<file path="config.mk">
export PLATFORM = sky130hd
export DESIGN_NAME = leader_robot_drive_mode_controller_flat
export DESIGN_NICKNAME = d
export VERILOG_FILES = /design/src/rtl/core/lrdmc_pkg.sv /design/src/rtl/core/lrdmc_if.sv /design/src/rtl/core/leader_robot_drive_mode_controller.sv /design/src/flat_wrapper.sv
export VERILOG_INCLUDE_DIRS = /design/src /design/src/rtl/core
export SDC_FILE = /design/constraint.sdc
export NUM_CORES = 1
export LEC_CHECK = 0
export BUFFER_PORTS_ARGS = -buffer_cell sky130_fd_sc_hd__buf_2
export CAP_MARGIN = 20
export CORE_MARGIN = 2
export CORE_UTILIZATION = 60
export DETAILED_ROUTE_END_ITERATION = 12
export PLACE_DENSITY_LB_ADDON = 0.08
export SETUP_SLACK_MARGIN = 0.05
export SLEW_MARGIN = 15
export SYNTH_ARGS = -nofsm -noshare
export SYNTH_HDL_FRONTEND = slang
export SYNTH_SLANG_ARGS = --single-unit
</file>
<file path="constraint.sdc">
create_clock -name clock -period 15.2 [get_ports clock]
set_input_delay 1.52 -clock clock [delete_from_list [all_inputs] [get_ports clock]]
set_output_delay 1.52 -clock clock [all_outputs]
set_load 0.01 [all_outputs]
</file>
<file path="src/rtl/core/assert_macros.svh">
// Assertion macros shared by the drive mode controller RTL.
// Defining NO_ASSERTIONS turns every macro into an empty body.
`ifndef ASSERT_MACROS_SVH
`define ASSERT_MACROS_SVH
`ifndef NO_ASSERTIONS
`define ASSERT_ALWAYS(label, clk, rst, prop) \
   label: assert property (@(posedge clk) disable iff (rst) (prop)) \
      else $error("invariant check failed");
`define ASSERT_NEXT(label, clk, rst, cond, prop) \
   label: assert property (@(posedge clk) disable iff (rst) (cond) |=> (prop)) \
      else $error("next cycle check failed");
`else
`define ASSERT_ALWAYS(label, clk, rst, prop)
`define ASSERT_NEXT(label, clk, rst, cond, prop)
`endif
`endif

</file>
<file path="src/rtl/core/lrdmc_pkg.sv">
// Types, constants and trajectory tables for the drive mode controller.
// Has no dependencies; lrdmc_if.sv and the top level import it.
`default_nettype none
package lrdmc_pkg;

   localparam int PROX_W      = 12;
   localparam int TARGET_W    = 10;
   localparam int SPEED_W     = 14;
   localparam int COUNT_W     = 4;
   localparam int THRESH_W    = 12;
   localparam int BIAS_W      = 8;
   localparam int CSR_INDEX_W = 3;
   localparam int CSR_DATA_W  = 12;
   localparam int PATH_LEN    = 19;
   localparam int TRAJ_IDX_W  = $clog2(PATH_LEN);
   localparam int CALC_W      = 16;
   localparam int PROX_SHIFT  = 4;

   // Reciprocal of ten in 19 fractional bits; exact for any 16-bit dividend.
   localparam int DIV10_SHIFT = 19;
   localparam logic [15:0] DIV10_MULT = 16'd52429;

   typedef logic [PROX_W-1:0]        prox_type;
   typedef logic [TARGET_W-1:0]      target_type;
   typedef logic signed [SPEED_W-1:0] speed_type;
   typedef logic [COUNT_W-1:0]       count_type;
   typedef logic [TRAJ_IDX_W-1:0]    traj_idx_type;
   typedef logic [CSR_INDEX_W-1:0]   csr_index_type;
   typedef logic [CSR_DATA_W-1:0]    csr_data_type;

   typedef enum logic [CSR_INDEX_W-1:0] {
      CSR_CRUISE_MODE        = 3'd0,
      CSR_OBSTACLE_THRESHOLD = 3'd1,
      CSR_SENSOR_BIAS        = 3'd2,
      CSR_HOLD_TICKS         = 3'd3,
      CSR_AVOID_TICKS        = 3'd4
   } csr_reg_type;

   typedef enum logic {
      CRUISE_TRAJECTORY = 1'b0,
      CRUISE_RANDOM     = 1'b1
   } cruise_mode_type;

   localparam cruise_mode_type   RST_CRUISE_MODE = CRUISE_RANDOM;
   localparam logic [THRESH_W-1:0] RST_THRESHOLD = 12'd300;
   localparam logic [BIAS_W-1:0]   RST_BIAS      = 8'd30;
   localparam count_type           RST_HOLD      = 4'd5;
   localparam count_type           RST_AVOID     = 4'd2;

   localparam speed_type TRAJ_LEFT [PATH_LEN] = '{
      14'sd600, 14'sd900, 14'sd900, 14'sd600, 14'sd700, 14'sd600, 14'sd300,
      14'sd300, 14'sd600, 14'sd600, 14'sd600, 14'sd300, 14'sd300, 14'sd300,
      14'sd600, 14'sd600, 14'sd600, 14'sd300, 14'sd300
   };
   localparam speed_type TRAJ_RIGHT [PATH_LEN] = '{
      14'sd600, 14'sd300, 14'sd300, 14'sd600, 14'sd700, 14'sd600, 14'sd900,
      14'sd900, 14'sd600, 14'sd600, 14'sd600, 14'sd900, 14'sd900, 14'sd900,
      14'sd600, 14'sd600, 14'sd600, 14'sd900, 14'sd900
   };

endpackage
`default_nettype wire

</file>
<file path="src/rtl/core/lrdmc_if.sv">
// Channel interfaces of the drive mode controller: sensor items, speed
// results and register writes. Depends on lrdmc_pkg.
`default_nettype none
interface lrdmc_req_if;
   import lrdmc_pkg::*;
   logic       valid;
   logic       ready;
   prox_type   prox_front_right;
   prox_type   prox_right_front;
   prox_type   prox_right_side;
   prox_type   prox_right_rear;
   prox_type   prox_left_front;
   prox_type   prox_front_left;
   target_type rand_target_left;
   target_type rand_target_right;
   modport source (output valid, prox_front_right, prox_right_front, prox_right_side,
                   prox_right_rear, prox_left_front, prox_front_left,
                   rand_target_left, rand_target_right, input ready);
   modport sink (input valid, prox_front_right, prox_right_front, prox_right_side,
                 prox_right_rear, prox_left_front, prox_front_left,
                 rand_target_left, rand_target_right, output ready);
endinterface

interface lrdmc_rsp_if;
   import lrdmc_pkg::*;
   logic      valid;
   logic      ready;
   speed_type speed_left;
   speed_type speed_right;
   logic      turn_right_led;
   logic      avoiding;
   modport source (output valid, speed_left, speed_right, turn_right_led, avoiding,
                   input ready);
   modport sink (input valid, speed_left, speed_right, turn_right_led, avoiding,
                 output ready);
endinterface

interface lrdmc_csr_if;
   import lrdmc_pkg::*;
   logic          valid;
   logic          ready;
   csr_index_type index;
   csr_data_type  data;
   modport source (output valid, index, data, input ready);
   modport sink (input valid, index, data, output ready);
endinterface
`default_nettype wire

</file>
<file path="src/rtl/core/leader_robot_drive_mode_controller.sv">
// Drive mode controller top level: obstacle avoidance over a cruise behavior.
// Depends on lrdmc_pkg, the channel interfaces in lrdmc_if.sv and assert_macros.svh.
//
//   channel   direction   carries
//   req_ch    in          six proximity readings, two random speed targets
//   rsp_ch    out         wheel speeds, turn LED, avoidance flag
//   csr_ch    in          register index and write data
//
// One item is accepted per cycle while no stalled result blocks it; its result
// is registered and shown on the next cycle. The longest path is the divide by
// ten of the random blend, one 16 by 16 constant multiply. Reset is synchronous
// and restores the register defaults. A stalled result holds the output register
// and blocks the next item only while rsp_ch.ready stays low. Register writes
// are always taken.
`include "assert_macros.svh"
`default_nettype none
module leader_robot_drive_mode_controller (
   input  wire          clock,
   input  wire          reset,
   lrdmc_req_if.sink    req_ch,
   lrdmc_rsp_if.source  rsp_ch,
   lrdmc_csr_if.sink    csr_ch
);
   import lrdmc_pkg::*;

   cruise_mode_type       cruise_mode_ff;
   logic [THRESH_W-1:0]   threshold_ff;
   logic [BIAS_W-1:0]     bias_ff;
   count_type             hold_ticks_ff;
   count_type             avoid_ticks_ff;

   speed_type    last_left_ff,  last_left_in;
   speed_type    last_right_ff, last_right_in;
   logic         in_avoid_ff,   in_avoid_in;
   count_type    hold_cnt_ff,   hold_cnt_in;
   count_type    avoid_cnt_ff,  avoid_cnt_in;
   traj_idx_type traj_idx_ff,   traj_idx_in;

   logic      rsp_valid_ff;
   speed_type rsp_left_ff;
   speed_type rsp_right_ff;
   logic      rsp_turn_ff;
   logic      rsp_avoid_ff;

   logic accept;
   prox_type front_max_a, front_max_b, front_max;
   logic enter, leave;
   count_type hold_base, avoid_base;

   logic [BIAS_W-1:0] v0, v1, v2, v4, v5;
   logic signed [CALC_W-1:0] diff, avoid_d, bias2, avoid_left, avoid_right;

   logic signed [CALC_W-1:0] num_left, num_right;
   speed_type blend_left, blend_right;

   function automatic speed_type div10_trunc(input logic signed [CALC_W-1:0] num);
      logic        neg;
      logic [CALC_W-1:0] mag;
      logic [31:0] prod;
      logic [SPEED_W-1:0] quo;
      neg  = num[CALC_W-1];
      mag  = neg ? CALC_W'(-num) : CALC_W'(num);
      prod = 32'(mag) * 32'(DIV10_MULT);
      quo  = {1'b0, prod[DIV10_SHIFT +: SPEED_W-1]};
      return neg ? speed_type'(-quo) : speed_type'(quo);
   endfunction

   assign accept       = req_ch.valid && req_ch.ready;
   assign req_ch.ready = !rsp_valid_ff || rsp_ch.ready;
   assign csr_ch.ready = 1'b1;

   always_ff @(posedge clock) begin
      if (reset) begin
         cruise_mode_ff <= RST_CRUISE_MODE;
         threshold_ff   <= RST_THRESHOLD;
         bias_ff        <= RST_BIAS;
         hold_ticks_ff  <= RST_HOLD;
         avoid_ticks_ff <= RST_AVOID;
      end else if (csr_ch.valid) begin
         case (csr_reg_type'(csr_ch.index))
            CSR_CRUISE_MODE:        cruise_mode_ff <= cruise_mode_type'(csr_ch.data[0]);
            CSR_OBSTACLE_THRESHOLD: threshold_ff   <= csr_ch.data[THRESH_W-1:0];
            CSR_SENSOR_BIAS:        bias_ff        <= csr_ch.data[BIAS_W-1:0];
            CSR_HOLD_TICKS:         hold_ticks_ff  <= csr_ch.data[COUNT_W-1:0];
            CSR_AVOID_TICKS:        avoid_ticks_ff <= csr_ch.data[COUNT_W-1:0];
            default: ;
         endcase
      end
   end

   always_comb begin
      front_max_a = (req_ch.prox_front_right > req_ch.prox_right_front) ?
                    req_ch.prox_front_right : req_ch.prox_right_front;
      front_max_b = (req_ch.prox_left_front > req_ch.prox_front_left) ?
                    req_ch.prox_left_front : req_ch.prox_front_left;
      front_max   = (front_max_a > front_max_b) ? front_max_a : front_max_b;
      enter       = (front_max > threshold_ff) && !in_avoid_ff;
      leave       = !enter && (avoid_cnt_ff >= avoid_ticks_ff);
      hold_base   = leave ? '0 : hold_cnt_ff;
      avoid_base  = (enter || leave) ? '0 : avoid_cnt_ff;
   end

   // Braitenberg weights: -10,-10,-5,0,10,10 on the left wheel, negated on the right.
   always_comb begin
      v0 = req_ch.prox_front_right[PROX_W-1:PROX_SHIFT];
      v1 = req_ch.prox_right_front[PROX_W-1:PROX_SHIFT];
      v2 = req_ch.prox_right_side[PROX_W-1:PROX_SHIFT];
      v4 = req_ch.prox_left_front[PROX_W-1:PROX_SHIFT];
      v5 = req_ch.prox_front_left[PROX_W-1:PROX_SHIFT];
      diff = $signed(CALC_W'(v4) + CALC_W'(v5)) - $signed(CALC_W'(v0) + CALC_W'(v1));
      avoid_d = (diff <<< 3) + (diff <<< 1) - $signed((CALC_W'(v2) << 2) + CALC_W'(v2));
      bias2 = $signed(CALC_W'(bias_ff) << 1);
      avoid_left  = avoid_d + bias2;
      avoid_right = bias2 - avoid_d;
   end

   always_comb begin
      num_left  = $signed(CALC_W'(req_ch.rand_target_left) << 3)
                + ($signed(CALC_W'(last_left_ff)) <<< 1);
      num_right = $signed(CALC_W'(req_ch.rand_target_right) << 3)
                + ($signed(CALC_W'(last_right_ff)) <<< 1);
      blend_left  = div10_trunc(num_left);
      blend_right = div10_trunc(num_right);
   end

   always_comb begin
      in_avoid_in   = enter ? 1'b1 : (leave ? 1'b0 : in_avoid_ff);
      hold_cnt_in   = hold_base;
      avoid_cnt_in  = avoid_base;
      traj_idx_in   = traj_idx_ff;
      last_left_in  = last_left_ff;
      last_right_in = last_right_ff;
      if (in_avoid_in) begin
         last_left_in  = speed_type'(avoid_left);
         last_right_in = speed_type'(avoid_right);
         avoid_cnt_in  = avoid_base + 1'b1;
      end else if (hold_base >= hold_ticks_ff) begin
         if (cruise_mode_ff == CRUISE_RANDOM) begin
            last_left_in  = blend_left;
            last_right_in = blend_right;
         end else begin
            last_left_in  = TRAJ_LEFT[traj_idx_ff];
            last_right_in = TRAJ_RIGHT[traj_idx_ff];
            traj_idx_in   = (traj_idx_ff == traj_idx_type'(PATH_LEN - 1)) ?
                            '0 : traj_idx_ff + 1'b1;
         end
         hold_cnt_in = '0;
      end else begin
         hold_cnt_in = hold_base + 1'b1;
      end
   end

   always_ff @(posedge clock) begin
      if (reset) begin
         last_left_ff  <= '0;
         last_right_ff <= '0;
         in_avoid_ff   <= 1'b0;
         hold_cnt_ff   <= '0;
         avoid_cnt_ff  <= '0;
         traj_idx_ff   <= '0;
      end else if (accept) begin
         last_left_ff  <= last_left_in;
         last_right_ff <= last_right_in;
         in_avoid_ff   <= in_avoid_in;
         hold_cnt_ff   <= hold_cnt_in;
         avoid_cnt_ff  <= avoid_cnt_in;
         traj_idx_ff   <= traj_idx_in;
      end
   end

   always_ff @(posedge clock) begin
      if (reset) begin
         rsp_valid_ff <= 1'b0;
      end else if (accept) begin
         rsp_valid_ff <= 1'b1;
      end else if (rsp_ch.ready) begin
         rsp_valid_ff <= 1'b0;
      end
   end

   always_ff @(posedge clock) begin
      if (accept) begin
         rsp_left_ff  <= last_left_in;
         rsp_right_ff <= last_right_in;
         rsp_turn_ff  <= last_left_in > last_right_in;
         rsp_avoid_ff <= in_avoid_in;
      end
   end

   assign rsp_ch.valid          = rsp_valid_ff;
   assign rsp_ch.speed_left     = rsp_left_ff;
   assign rsp_ch.speed_right    = rsp_right_ff;
   assign rsp_ch.turn_right_led = rsp_turn_ff;
   assign rsp_ch.avoiding       = rsp_avoid_ff;

   `ASSERT_NEXT(a_accept_gives_result, clock, reset, accept, rsp_valid_ff)
   `ASSERT_ALWAYS(a_flag_matches_state, clock, reset, !rsp_valid_ff || (rsp_avoid_ff == in_avoid_ff))
   `ASSERT_ALWAYS(a_traj_index_bound, clock, reset, traj_idx_ff < traj_idx_type'(PATH_LEN))
   `ASSERT_ALWAYS(a_cruise_avoid_cnt_clear, clock, reset, in_avoid_ff || (avoid_cnt_ff == '0))

endmodule
`default_nettype wire
</file>
<file path="src/flat_wrapper.sv">
// flat-port wrapper written by rule: the top's interface ports become plain ports
module leader_robot_drive_mode_controller_flat import lrdmc_pkg::*;
  (clock, reset, req_ch_valid, req_ch_prox_front_right, req_ch_prox_right_front, req_ch_prox_right_side, req_ch_prox_right_rear, req_ch_prox_left_front, req_ch_prox_front_left, req_ch_rand_target_left, req_ch_rand_target_right, req_ch_ready, rsp_ch_valid, rsp_ch_speed_left, rsp_ch_speed_right, rsp_ch_turn_right_led, rsp_ch_avoiding, rsp_ch_ready, csr_ch_valid, csr_ch_index, csr_ch_data, csr_ch_ready);
  lrdmc_req_if req_ch_i ();
  lrdmc_rsp_if rsp_ch_i ();
  lrdmc_csr_if csr_ch_i ();
  input  wire clock;
  input  wire reset;
  input wire logic [$bits(req_ch_i.valid)-1:0] req_ch_valid;
  input wire logic [$bits(req_ch_i.prox_front_right)-1:0] req_ch_prox_front_right;
  input wire logic [$bits(req_ch_i.prox_right_front)-1:0] req_ch_prox_right_front;
  input wire logic [$bits(req_ch_i.prox_right_side)-1:0] req_ch_prox_right_side;
  input wire logic [$bits(req_ch_i.prox_right_rear)-1:0] req_ch_prox_right_rear;
  input wire logic [$bits(req_ch_i.prox_left_front)-1:0] req_ch_prox_left_front;
  input wire logic [$bits(req_ch_i.prox_front_left)-1:0] req_ch_prox_front_left;
  input wire logic [$bits(req_ch_i.rand_target_left)-1:0] req_ch_rand_target_left;
  input wire logic [$bits(req_ch_i.rand_target_right)-1:0] req_ch_rand_target_right;
  output wire logic [$bits(req_ch_i.ready)-1:0] req_ch_ready;
  output wire logic [$bits(rsp_ch_i.valid)-1:0] rsp_ch_valid;
  output wire logic [$bits(rsp_ch_i.speed_left)-1:0] rsp_ch_speed_left;
  output wire logic [$bits(rsp_ch_i.speed_right)-1:0] rsp_ch_speed_right;
  output wire logic [$bits(rsp_ch_i.turn_right_led)-1:0] rsp_ch_turn_right_led;
  output wire logic [$bits(rsp_ch_i.avoiding)-1:0] rsp_ch_avoiding;
  input wire logic [$bits(rsp_ch_i.ready)-1:0] rsp_ch_ready;
  input wire logic [$bits(csr_ch_i.valid)-1:0] csr_ch_valid;
  input wire logic [$bits(csr_ch_i.index)-1:0] csr_ch_index;
  input wire logic [$bits(csr_ch_i.data)-1:0] csr_ch_data;
  output wire logic [$bits(csr_ch_i.ready)-1:0] csr_ch_ready;
  assign req_ch_i.valid = req_ch_valid;
  assign req_ch_i.prox_front_right = req_ch_prox_front_right;
  assign req_ch_i.prox_right_front = req_ch_prox_right_front;
  assign req_ch_i.prox_right_side = req_ch_prox_right_side;
  assign req_ch_i.prox_right_rear = req_ch_prox_right_rear;
  assign req_ch_i.prox_left_front = req_ch_prox_left_front;
  assign req_ch_i.prox_front_left = req_ch_prox_front_left;
  assign req_ch_i.rand_target_left = req_ch_rand_target_left;
  assign req_ch_i.rand_target_right = req_ch_rand_target_right;
  assign req_ch_ready = req_ch_i.ready;
  assign rsp_ch_valid = rsp_ch_i.valid;
  assign rsp_ch_speed_left = rsp_ch_i.speed_left;
  assign rsp_ch_speed_right = rsp_ch_i.speed_right;
  assign rsp_ch_turn_right_led = rsp_ch_i.turn_right_led;
  assign rsp_ch_avoiding = rsp_ch_i.avoiding;
  assign rsp_ch_i.ready = rsp_ch_ready;
  assign csr_ch_i.valid = csr_ch_valid;
  assign csr_ch_i.index = csr_ch_index;
  assign csr_ch_i.data = csr_ch_data;
  assign csr_ch_ready = csr_ch_i.ready;
  leader_robot_drive_mode_controller u_core (.clock(clock), .reset(reset), .req_ch(req_ch_i), .rsp_ch(rsp_ch_i), .csr_ch(csr_ch_i));
endmodule
</file>
==> flow_metrics.tcl, run 1 <==
set metrics [dict create \
    status "completed" \
    path_common_cell "ha_1" \
    tightest_slew_ns 1.07 \
    drtPass1Iterations 6 \
    ios 145 \
    start_kind "input port" \
    nFillCells 2980 \
    final_cell_mix "462 x inv_1, 405 x ha_1, 177 x fa_1" \
    grt_first_pass_wirelength_um 89400 \
    antenna_found_initial 0 \
    clkTransAtPathRegs_ns 0.07 \
    clock_skew_ns 0.0152 \
    die_x_um 191 \
    cts-root-buf "clkbuf_16" \
    fin_nets 3278 \
    core-area_um2 34500 \
    grt_pass1_vias 17500 \
    route.detailed.drc 0 \
    place.gp.congestion 0.975 \
    post_cts_buffers 0 \
    area_delta_synth_final_pct 6.47 \
    rows 68 \
    min-delay-start "u_core.hold_cnt_ff[3]" \
    drv_slew 0 \
    synth-compound-area-share 0.162 \
    ys_seq_area_frac 0.112 \
    wl_per_cell_um 18.3 \
    grt_overflow 0 \
    drive_gt1_frac 0.0772 \
    rsz0062_at_grt "no" \
    fmax_mhz 78.9 \
    grt_max_degree 59 \
    critPathMaxFanout 4 \
    relSlewSlack 0.284 \
    clockBufferDepth 2 \
    numCtsBuffers 9 \
    cp-end-kind "flip-flop" \
    syn_area_per_cell_um2 8.46 \
    fp.dieArea_um2 36400 \
    synth_area_um2 20900 \
    yosysUniqueCellTypes 103 \
    finalSetupViolations 0 \
    cts_num_sinks 102 \
    yosysWarnings 0 \
    drt-total-wl_um 55800 \
    cp_data_arrival_time_ns 12.78 \
    synth_top_family_by_area "adder cells" \
    synthMuxAreaShare 0.0283 \
    drt_iter0_markers 966 \
    synth-simple-area-share 0.134 \
    synth_ff_type "dfxtp_1" \
    period_share 0.834 \
    cts_resized 0 \
    r2r-start "u_core.last_right_ff[3]" \
    fin_crit_ns 12.68 \
    synthXorXnorAreaFrac 0.0540 \
    synth_edf_count 30 \
    cp-startpoint "req_ch_rand_target_right[1]" \
    ant_nets 0 \
    hold_buffers 0 \
    viasPerCell 5.84 \
    crit_required_ns 15.30 \
    vias 17800 \
    synth_adder_area_share 0.411 \
    hold_violations 0 \
    hpwl_um 48300 \
    initial_core_util 0.607 \
    grtUsageTotal 0.312 \
    clock_latency_ns 0.36 \
    async_flop_share 0 \
    max_stage_delay_ns 0.80 \
    cts_tree "yes" \
    final_common_cell "inv_1" \
    die_h_um 191 \
    setup.worst_path.class "in2reg" \
    crit_slowest_cell "o31ai_1" \
    min_path_type "reg2reg" \
    finalSetupTns_ns 0 \
    synthCells 2475 \
    cap_violations 0 \
    htreeDepth 3 \
    portBuffers 127 \
    diodes 0 \
    yosys_register_bits 102 \
]
==> synth_stat cells (21+ instances only) <==
cell type  number  area share
dfxtp_1        72       0.069
o211ai_1       21      0.0075
nand3_1        49       0.012
o21ai_0        76       0.018
xor2_1         47       0.020
o21bai_1       23      0.0083
nand2b_1       24      0.0072
nor2_1        138       0.025
nor2b_1        22      0.0066
xnor2_1        82       0.034
a21oi_1       168       0.040
nand4_1        25      0.0075
fa_1          177        0.17
a21o_1         35       0.013
nand2_1       166       0.030
mux2i_1        57       0.027
edfxtp_1       30       0.043
ha_1          405        0.24
clkbuf_1       42      0.0075
inv_1         463       0.083
nor3_1         34      0.0081
o21a_1         21      0.0075
==> per-stage QoR <==
step / instance area [um2] / worst slack (ns) / utilization / instances / hold WS [ns]
global route: 22300 / 1.72 / 0.647 / 3044 / 0.487
finish: 22300 / 2.52 / 0.647 / 3044 / 0.458
CTS: 22300 / 2.51 / 0.646 / 3043 / 0.457
detailed placement: 22000 / 2.17 / 0.638 / 3027 / 0.446
floorplan: 21000 / 4.00 / - / 2490 / 0.427
global placement: 22000 / 2.36 / 0.638 / 3027 / 0.439
==> sequential cells by signal, indices dropped and copies added (netlist names) <==
register and cells:
u_core.rsp_ch.speed_left 14, u_core.rsp_ch.turn_right_led 1, u_core.hold_ticks_ff 4, u_core.rsp_ch.avoiding 1
u_core.threshold_ff 12, u_core.rsp_ch.valid 1, u_core.last_right_ff 14, u_core.rsp_ch.speed_right 14
u_core.bias_ff 8, u_core.avoid_ticks_ff 4, u_core.avoid_cnt_ff 4, u_core.hold_cnt_ff 4
u_core.in_avoid_ff 1, u_core.cruise_mode_ff 1, u_core.traj_idx_ff 5, u_core.last_left_ff 14
==> final cells by class <==
| class | count | area (um2) | area share |
|---|---|---|---|
| clock buffers | 9 | 225 | 0.0101 |
| clock inverters | 7 | 55.1 | 0.00247 |
| flip-flops and latches | 102 | 2340 | 0.105 |
| inverters | 463 | 1740 | 0.0780 |
| multi-input cells | 1867 | 16600 | 0.746 |
| repair buffers | 141 | 741 | 0.0332 |
| well taps | 455 | 569 | 0.0255 |
==> final timing paths <==
check / cells after the start / end / slack [ns]
worst max-delay path: 46 / u_core.rsp_ch.turn_right_led / 2.52
worst min-delay path: 2 / u_core.hold_cnt_ff[3] / 0.46
worst max register to register: 45 / u_core.rsp_ch.turn_right_led / 3.31
worst min register to register: 2 / u_core.hold_cnt_ff[3] / 0.46
==> critical path, delay by kind of cell <==
kind / cells / cell delay, ns
buffers and inverters: 5 / 0.39
adders and majority gates: 10 / 3.98
xor gates and xnor gates: 2 / 0.38
and+or+nand+nor: 5 / 1.13
muxes: 2 / 0.43
AOI/OAI and AO/OA: 22 / 4.95
==> cells by family (layout without fill, tap and decap cells) <==
| logic type | count (synthesis) | after routing |
|---|---|---|
| AND/OR/NAND/NOR | 568 | 568 |
| other | 2 | 17 |
| XOR/XNOR | 129 | 129 |
| flip-flops | 102 | 102 |
| AO/OA/AOI/OAI | 512 | 512 |
| multiplexers | 59 | 59 |
| adder cells (fa/ha/maj) | 582 | 582 |
| buffers and inverters | 521 | 620 |
==> metal layers <==
metal / wire length, um / GRT usage
met1: 23400 / 0.387
met2: 27500 / 0.551
met3: 2420 / 0.0265
met4: 2570 / 0.138
met5: 0 / 0
Power of run 1 is left out: the tool's default activity adds up to more than one toggle a clock period on the data nets, which glitch-free logic cannot reach.
==> inputs of run 2 (changes only) <==
Settings changed: CORE_UTILIZATION 60 to 58.
Clock period 15.2 ns to 10.45 ns, I/O delays scaled along.
==> flow_metrics.tcl, run 2 (synthesis gave the netlist of run 1 again) <==
set metrics [dict create \
    drive_gt1_frac 0.262 \
    postLayoutCoreUtil 0.750 \
    highest_layer "met4" \
    period_share 0.996 \
    wl_met2_um 31200 \
    clock_latency_ns 0.38 \
    cp-end-kind "flip-flop" \
    cts-root-buf "clkbuf_16" \
    place.gp.congestion 0.998 \
    grt_overflow 0 \
    wl_per_cell_um 18.2 \
    drt-total-wl_um 63400 \
    core-area_um2 35600 \
    numCtsBuffers 9 \
    ant_nets 0 \
    cp_data_arrival_time_ns 10.53 \
    dr_wl_met3_um 3320 \
    wl_met1_um 25400 \
    rows 69 \
    grt_first_pass_wirelength_um 100000 \
    min-delay-start "u_core.threshold_ff[10]" \
    status "completed" \
    finalSetupViolations 0 \
    path_common_cell "buf_4" \
    route.detailed.drc 0 \
    min_path_type "reg2reg" \
    r2r_end "u_core.rsp_ch.turn_right_led" \
    nFillCells 2685 \
    htreeDepth 3 \
    cts_num_sinks 102 \
    clockBufferDepth 2 \
    r2r-start "u_core.last_left_ff[2]" \
    vias 19600 \
    viasPerCell 5.64 \
    cap_violations 0 \
    crit_required_ns 10.57 \
    tightest_slew_ns 1.04 \
    max_stage_delay_ns 0.57 \
    drt_iter0_markers 1014 \
    portBuffers 127 \
    die_h_um 194 \
    ios 145 \
    diodes 0 \
    fmax_mhz 96.1 \
    antenna_found_initial 0 \
    r2r_slack_ns 0.37 \
    clock_skew_ns 0.0160 \
    grt_max_degree 59 \
    relSlewSlack 0.307 \
    grtUsageTotal 0.331 \
    area_delta_synth_final_pct 27.5 \
    drv_slew 0 \
    die_x_um 194 \
    final_common_cell "inv_1" \
    rsz0062_at_grt "yes" \
    final_cell_mix "449 x inv_1, 433 x buf_4, 371 x ha_1" \
    cts_tree "yes" \
    hpwl_um 53200 \
    r2r_cells 43 \
    initial_core_util 0.588 \
    hold_violations 0 \
    whs_endpoint "u_core.threshold_ff[10]" \
    fin_crit_ns 10.41 \
    critPathMaxFanout 7 \
    fin_nets 3703 \
    crit_slowest_cell "fa_1" \
    drtPass1Iterations 6 \
    setup.worst_path.class "in2reg" \
    fp.dieArea_um2 37600 \
    worstHoldPathCells 2 \
    clkTransAtPathRegs_ns 0.09 \
    start_kind "input port" \
    grt_pass1_vias 20100 \
]
[run 2: changes by cell type in the layout (fill, tap and decap cells not counted), sizes merged]
| cell | change |
|---|---|
| clkbuf | +1 |
| clkinvlp | +1 |
| buf | +425 |
| inv | -1 |
| clkinv | -1 |
[run 2: area by class of cell]
cell class / instances / area [um2] / area share
inverter: 463 / 1740 / 0.0651
clock inverter: 6 / 63.8 / 0.00239
timing repair buffer: 566 / 3970 / 0.149
clock buffer: 10 / 239 / 0.00895
sequential: 102 / 2340 / 0.0878
multi-input combinational: 1867 / 17800 / 0.665
tap: 461 / 577 / 0.0216
[run 2: repair_timing]
item / 4_1_cts / 5_1_grt
pin swaps: 60 / 70
hold buffers: 0 / 0
setup endpoints to repair: 1 / 2
gates resized for setup: 64 / 99
setup buffers: 34 / 18
[run 2: how the worst max path moves through the flow]
stage	startpoint	end	slack (ns)	cells after the start
2_1_floorplan	req_ch_rand_target_left[0]	u_core.rsp_ch.turn_right_led	0.06	46
3_3_place_gp	req_ch_rand_target_left[1]	u_core.rsp_ch.turn_right_led	-0.61	45
3_5_place_dp	req_ch_rand_target_left[1]	u_core.rsp_ch.turn_right_led	-0.70	45
4_1_cts	req_ch_rand_target_left[1]	u_core.rsp_ch.turn_right_led	0.05	47
5_1_grt	req_ch_rand_target_left[1]	u_core.rsp_ch.turn_right_led	-0.40	46
6_report	req_ch_rand_target_left[0]	u_core.rsp_ch.turn_right_led	0.04	44
[run 2: critical path, delay by kind of cell]
family | cells | cell delay [ns]
fa+ha+maj | 10 | 4.07
simple gates | 10 | 2.19
compound gates | 9 | 1.56
buf+inv | 12 | 1.26
xor+xnor | 2 | 0.27
mux | 1 | 0.10
[run 2: routing by layer]
layer  track usage  up-vias
li1              -     9468
met1         0.398     9356
met2         0.590      602
met3        0.0404      177
met4         0.153        0
met5             0        -
[run 2: metrics by stage]
stage	setup slack (ns)	hold slack, ns	setup TNS, ns	area, um2	cells
after floorplan	0.0588	0.427	0	21300	2490
after global placement	-0.611	0.440	-0.611	25100	3407
after detailed placement	-0.702	0.447	-0.702	25100	3407
after CTS	0.0510	0.458	0	26100	3457
after global routing	-0.404	0.475	-0.480	26700	3475
final	0.0398	0.459	0	26700	3475
Power of run 2 is left out for the same reason.
